## src/sv/snie_ram.sv

```systemverilog
// ----------------------------------------------------------------------------
// Generic RAM
// Single write port, single read port with registered read data.
// ----------------------------------------------------------------------------
`default_nettype none

module snie_ram #(
  parameter int WIDTH = 8,
  parameter int DEPTH = 16
) (
  input  wire logic                     clk,
  input  wire logic                     we,
  input  wire logic [$clog2(DEPTH)-1:0] waddr,
  input  wire logic [WIDTH-1:0]         wdata,
  input  wire logic [$clog2(DEPTH)-1:0] raddr,
  output logic      [WIDTH-1:0]         rdata
);

  logic [WIDTH-1:0] mem [DEPTH];

  always_ff @(posedge clk) begin
    if (we) begin
      mem[waddr] <= wdata;
    end
    rdata <= mem[raddr];
  end

endmodule

`default_nettype wire

```

## config.mk

```make
export PLATFORM = sky130hd
export DESIGN_NAME = snie_ram
export DESIGN_NICKNAME = d
export VERILOG_FILES = /design/src/sv/snie_ram.sv
export SDC_FILE = /design/constraint.sdc
export NUM_CORES = 1
export LEC_CHECK = 0
export CAP_MARGIN = 20
export CORE_MARGIN = 4
export CORE_UTILIZATION = 50
export CTS_CLUSTER_DIAMETER = 60
export DETAILED_ROUTE_END_ITERATION = 8
export DONT_BUFFER_PORTS = 1
export SKIP_CTS_REPAIR_TIMING = 1
export SLEW_MARGIN = 20
export SYNTH_ARGS = -nofsm -noshare
export SYNTH_HDL_FRONTEND = slang
export SYNTH_SLANG_ARGS = --single-unit
```

## constraint.sdc

```tcl
create_clock -name clk -period 3.96 [get_ports clk]
set_clock_uncertainty 0.1 [all_clocks]
set_input_delay 1.188 -clock clk [delete_from_list [all_inputs] [get_ports clk]]
set_output_delay 1.188 -clock clk [all_outputs]
set_load 0.05 [all_outputs]
```

* After elaboration in Yosys (flattened, before gate mapping)
Memory sizes are Yosys's and may differ from the RTL's. A register that Yosys moved wholly into a read port is not among the register bits. Index checks and enable logic that the tools add are counted.
Word-level totals: register bits after elaboration 0, bits in latches 0, memory bits (writable) 128, memory bits (read-only) 0, input bits 18, memories 1
Cells by class: add/sub/neg operators 0, multipliers 0, div/mod/pow operators 0, order comparisons 0, equal/unequal tests 0, shifts and indexed selects 0, multiplexer cells 2, bitwise operators 0, reduce and logical (&&, ||, !) cells 0
Memories:
- mem | words 16, width 8, rd ports 1, clocked after Yosys merged registers in 1, write ports 1, RTL line 19 | logic [WIDTH-1:0] mem [DEPTH];
Operators with widths (number):
- 1-bit 2-to-1 mux | 2

* Logic depth before layout (Yosys ltp)
depth in word-level cells 2, mapped depth 5

* Worst setup path after synthesis
Ideal clock, no wire load.
path kind input to register, from input port waddr[2], to memory mem[0][0], enable pin, arrival time 2.298 ns, data required time 3.477 ns, setup slack 1.179 ns, cell stages on the path 2, buffers on the path 0, path through or3b_2 > nor3_1
RTL lines:
- start: declaration | RTL line 13 | input wire logic [$clog2(DEPTH)-1:0] waddr,
- end: declaration | RTL line 19
Straight into the memory's write port.

* Worst setup path after layout
from register rdata[5] (read register of mem), to output port rdata[5]
RTL lines:
- start: declaration | RTL line 16 | output logic [WIDTH-1:0] rdata
No word-level cell between the ends.

==> impl_metrics.xml <==
<?xml version="1.0" encoding="UTF-8"?>
<metrics>
  <group name="critical_path">
    <metric name="crit_path_end_kind" unit="">output pin</metric>
    <metric name="criticalPathCategory" unit="">flop to output pin</metric>
    <metric name="cp.required" unit="ps">2670</metric>
    <metric name="timing.critical_path.fanout_max" unit="">1</metric>
    <metric name="cp_data_arrival_time" unit="ps">1130</metric>
    <metric name="critPathLaunchType" unit="">flop</metric>
  </group>
  <group name="synth">
    <metric name="yosys.area.top_type" unit="">sky130_fd_sc_hd__edfxtp_1</metric>
    <metric name="area_fraction_in_compound_gates_after_synthesis" unit="">0.0233</metric>
    <metric name="post_synth.cell_area_avg" unit="µm²">22.5</metric>
    <metric name="synth_top_cells_by_area" unit="">sky130_fd_sc_hd__edfxtp_1, sky130_fd_sc_hd__mux4_2, sky130_fd_sc_hd__mux4_1, sky130_fd_sc_hd__dfxtp_1, sky130_fd_sc_hd__a22oi_1</metric>
    <metric name="synthDominantCellAreaShare" unit="">0.747</metric>
    <metric name="ys_types" unit="">19</metric>
    <metric name="synth_xor_xnor_area_share" unit="">0</metric>
    <metric name="synth.ff_latch_count" unit="">136</metric>
    <metric name="synthSimpleGateAreaFrac" unit="">0.0318</metric>
    <metric name="muxShareOfSynthArea" unit="">0.150</metric>
    <metric name="combinational_family_with_the_most_area_after_synthesis" unit="">multiplexers</metric>
    <metric name="postSynthCellCount" unit="">229</metric>
    <metric name="syn_std_cell_area" unit="µm²">5150</metric>
    <metric name="synth_sequential_area_ratio" unit="">0.778</metric>
    <metric name="synthAdderAreaFrac" unit="">0</metric>
    <metric name="syn_nets" unit="">247</metric>
    <metric name="synth-warning-count" unit="">0</metric>
  </group>
  <group name="route">
    <metric name="detail_route.wirelength.met1" unit="µm">4320</metric>
    <metric name="firstDrtPassIters" unit="">4</metric>
    <metric name="totalWireLength" unit="µm">9750</metric>
    <metric name="met2WireLength" unit="µm">4750</metric>
    <metric name="route.met3.wl" unit="µm">518</metric>
    <metric name="highest_layer" unit="">met4</metric>
    <metric name="number_of_vias_per_cell_after_detailed_routing" unit="">5.99</metric>
    <metric name="remaining_drc_errors" unit="">0</metric>
    <metric name="drt.antenna.violating_nets" unit="">0</metric>
    <metric name="drtIter0Drc" unit="">158</metric>
    <metric name="routed-via-count" unit="">2323</metric>
    <metric name="drt-wirelength-per-cell" unit="µm">25.1</metric>
  </group>
  <group name="pwr">
    <metric name="peakVddDrop" unit="mV">0.342</metric>
    <metric name="total_leakage_power" unit="nW">1.88</metric>
    <metric name="power-per-cell-area" unit="nW/µm²">547</metric>
    <metric name="post-layout-total-power" unit="mW">3.18</metric>
  </group>
  <group name="cts">
    <metric name="cts-buffers-inserted" unit="">17</metric>
    <metric name="clock_sink_count" unit="">136</metric>
    <metric name="tritoncts" unit="">yes</metric>
    <metric name="clock_path_buffers" unit="">2</metric>
    <metric name="clkTransAtPathRegs" unit="ps">60</metric>
    <metric name="clock_latency" unit="ps">510</metric>
    <metric name="root_buffer" unit="">sky130_fd_sc_hd__clkbuf_8</metric>
    <metric name="htree_levels" unit="">4</metric>
  </group>
  <group name="timing">
    <metric name="post_route_hold_slack" unit="ps">586</metric>
    <metric name="maxSlewHeadroom" unit="">0.446</metric>
    <metric name="transition_time_at_the_pin_with_the_least_slew_margin" unit="ps">829</metric>
    <metric name="report.final.slew_viol_count" unit="">0</metric>
    <metric name="rsz0062_at_grt" unit="">false</metric>
    <metric name="finalSetupViolations" unit="">0</metric>
    <metric name="final_period_minus_worst_setup_slack" unit="ps">2420</metric>
    <metric name="clock.fmax" unit="MHz">414</metric>
    <metric name="fin_ws" unit="ps">1540</metric>
    <metric name="totalNegativeSetupSlack" unit="ps">0</metric>
    <metric name="timing.final.crit_share" unit="">0.611</metric>
    <metric name="final_hold_viol_count" unit="">0</metric>
  </group>
  <group name="final_layout">
    <metric name="antenna_cells" unit="">0</metric>
    <metric name="fin_cells" unit="">388</metric>
    <metric name="fin_util" unit="">0.586</metric>
    <metric name="syn_to_final_growth" unit="%">12.9</metric>
    <metric name="nNetsFinal" unit="">260</metric>
    <metric name="final_cell_area" unit="µm²">5810</metric>
    <metric name="layout_cell_share_with_drive_strength_beyond_1" unit="">0.204</metric>
  </group>
  <group name="placement">
    <metric name="dpl_worst_slack" unit="ps">1190</metric>
    <metric name="detailed_place_hpwl" unit="µm">6060</metric>
    <metric name="port_buffers" unit="">0</metric>
    <metric name="gp_weighted_congestion" unit="">0.789</metric>
    <metric name="placedCellCount" unit="">356</metric>
    <metric name="placed_cell_area" unit="µm²">5260</metric>
  </group>
  <group name="floorplan">
    <metric name="placementRows" unit="">36</metric>
    <metric name="fp.dieArea" unit="µm²">12000</metric>
    <metric name="floorplan.io_pins" unit="">26</metric>
    <metric name="start_util" unit="">0.519</metric>
    <metric name="die-width" unit="µm">109</metric>
    <metric name="die_y" unit="µm">109</metric>
    <metric name="standard_cell_core_area" unit="µm²">9910</metric>
  </group>
  <group name="grt">
    <metric name="grt_total_ovfl" unit="">0</metric>
    <metric name="track_usage" unit="">0.183</metric>
    <metric name="grt_start_max_net_pins" unit="">33</metric>
    <metric name="grt_pass1_wl" unit="µm">14800</metric>
    <metric name="vias_in_the_first_global_route" unit="">2425</metric>
    <metric name="number_of_antenna_violations_at_the_first_check_in_global_routing" unit="">0</metric>
  </group>
  <group name="worst_hold_path">
    <metric name="timing.hold.worst.class" unit="">flop to flop</metric>
  </group>
  <group name="run">
    <metric name="max_capacitance_violation_count" unit="">0</metric>
  </group>
  <group name="outcome">
    <metric name="status" unit="">complete, no violations</metric>
  </group>
</metrics>
-- power breakdown --
group | total, mW | switching, mW | internal [mW]
clock | 1.44 | 0.552 | 0.886
combinational | 0.0881 | 0.0417 | 0.0463
sequential | 1.65 | 0.0437 | 1.61
-- placed cells by master (no fill, tap or decap), types with 5 or more instances in the layout --
| cell type | synthesis | routed |
|---|---|---|
| sky130_fd_sc_hd__edfxtp_1 | 128 | 128 |
| sky130_fd_sc_hd__mux4_2 | 18 | 18 |
| sky130_fd_sc_hd__a22oi_1 | 16 | 16 |
| sky130_fd_sc_hd__clkbuf_16 | 0 | 16 |
| sky130_fd_sc_hd__mux4_1 | 14 | 14 |
| sky130_fd_sc_hd__nor2_1 | 13 | 13 |
| sky130_fd_sc_hd__nand2_1 | 9 | 9 |
| sky130_fd_sc_hd__dfxtp_1 | 8 | 8 |
| sky130_fd_sc_hd__clkinv_2 | 0 | 5 |
-- cell families (layout without fill, tap and decap cells) --
logic type	after synthesis	after routing
DFF	136	136
buffers and inverters	10	36
and+or+nand+nor	35	35
muxes	32	32
AOI/OAI and AO/OA	16	16
-- final timing paths --
path | startpoint | cells after the start | slack, ps | to
worst max-delay path | rdata[5]$_DFF_P_ | 0 | 1540 | rdata[5]
worst min-delay path | mem[7][7]$_DFFE_PP_ | 3 | 590 | rdata[7]$_DFF_P_
worst max register to register | mem[8][4]$_DFFE_PP_ | 3 | 2340 | rdata[4]$_DFF_P_
worst min register to register | mem[7][7]$_DFFE_PP_ | 3 | 590 | rdata[7]$_DFF_P_
-- cell usage after synthesis, drive strengths merged --
| cell | number |
|---|---|
| nor3 | 4 |
| and2b | 1 |
| dfxtp | 8 |
| or3b | 1 |
| nor2b | 1 |
| nand3 | 1 |
| nand2 | 9 |
| clkdlybuf4s25 | 3 |
| buf | 7 |
| edfxtp | 128 |
| mux4 | 32 |
| nand3b | 2 |
| nand2b | 2 |
| a22oi | 16 |
| nor2 | 13 |
| and2 | 1 |
-- sequential cells by signal (all words and copies together) (netlist names) --
| register | flops |
|---|---|
| rdata | 8 |
| mem | 128 |
-- final cells by class --
| type | count | area [µm²] |
|---|---|---|
| Clock buffer | 18 | 418 |
| Clock inverter | 14 | 134 |
| Fill cell | 721 | 4100 |
| Multi-Input combinational cell | 83 | 1060 |
| Sequential cell | 136 | 4000 |
| Tap cell | 133 | 166 |
| Timing Repair Buffer | 4 | 30.0 |
-- per-layer routing --
layer / global-route usage / vias to the layer above
met3: 0.0587 / 14
met4: 0.0668 / 0
met5: 0 / -
met2: 0.274 / 75
li1: - / 995
met1: 0.255 / 1239
-- worst reg2reg max path, cell delays in order (launching register included) --
cell and delay, ps:
sky130_fd_sc_hd__edfxtp_1 360, sky130_fd_sc_hd__mux4_1 520, sky130_fd_sc_hd__a22oi_1 310, sky130_fd_sc_hd__nand2_1 180
(Power assumes the default switching activity.)
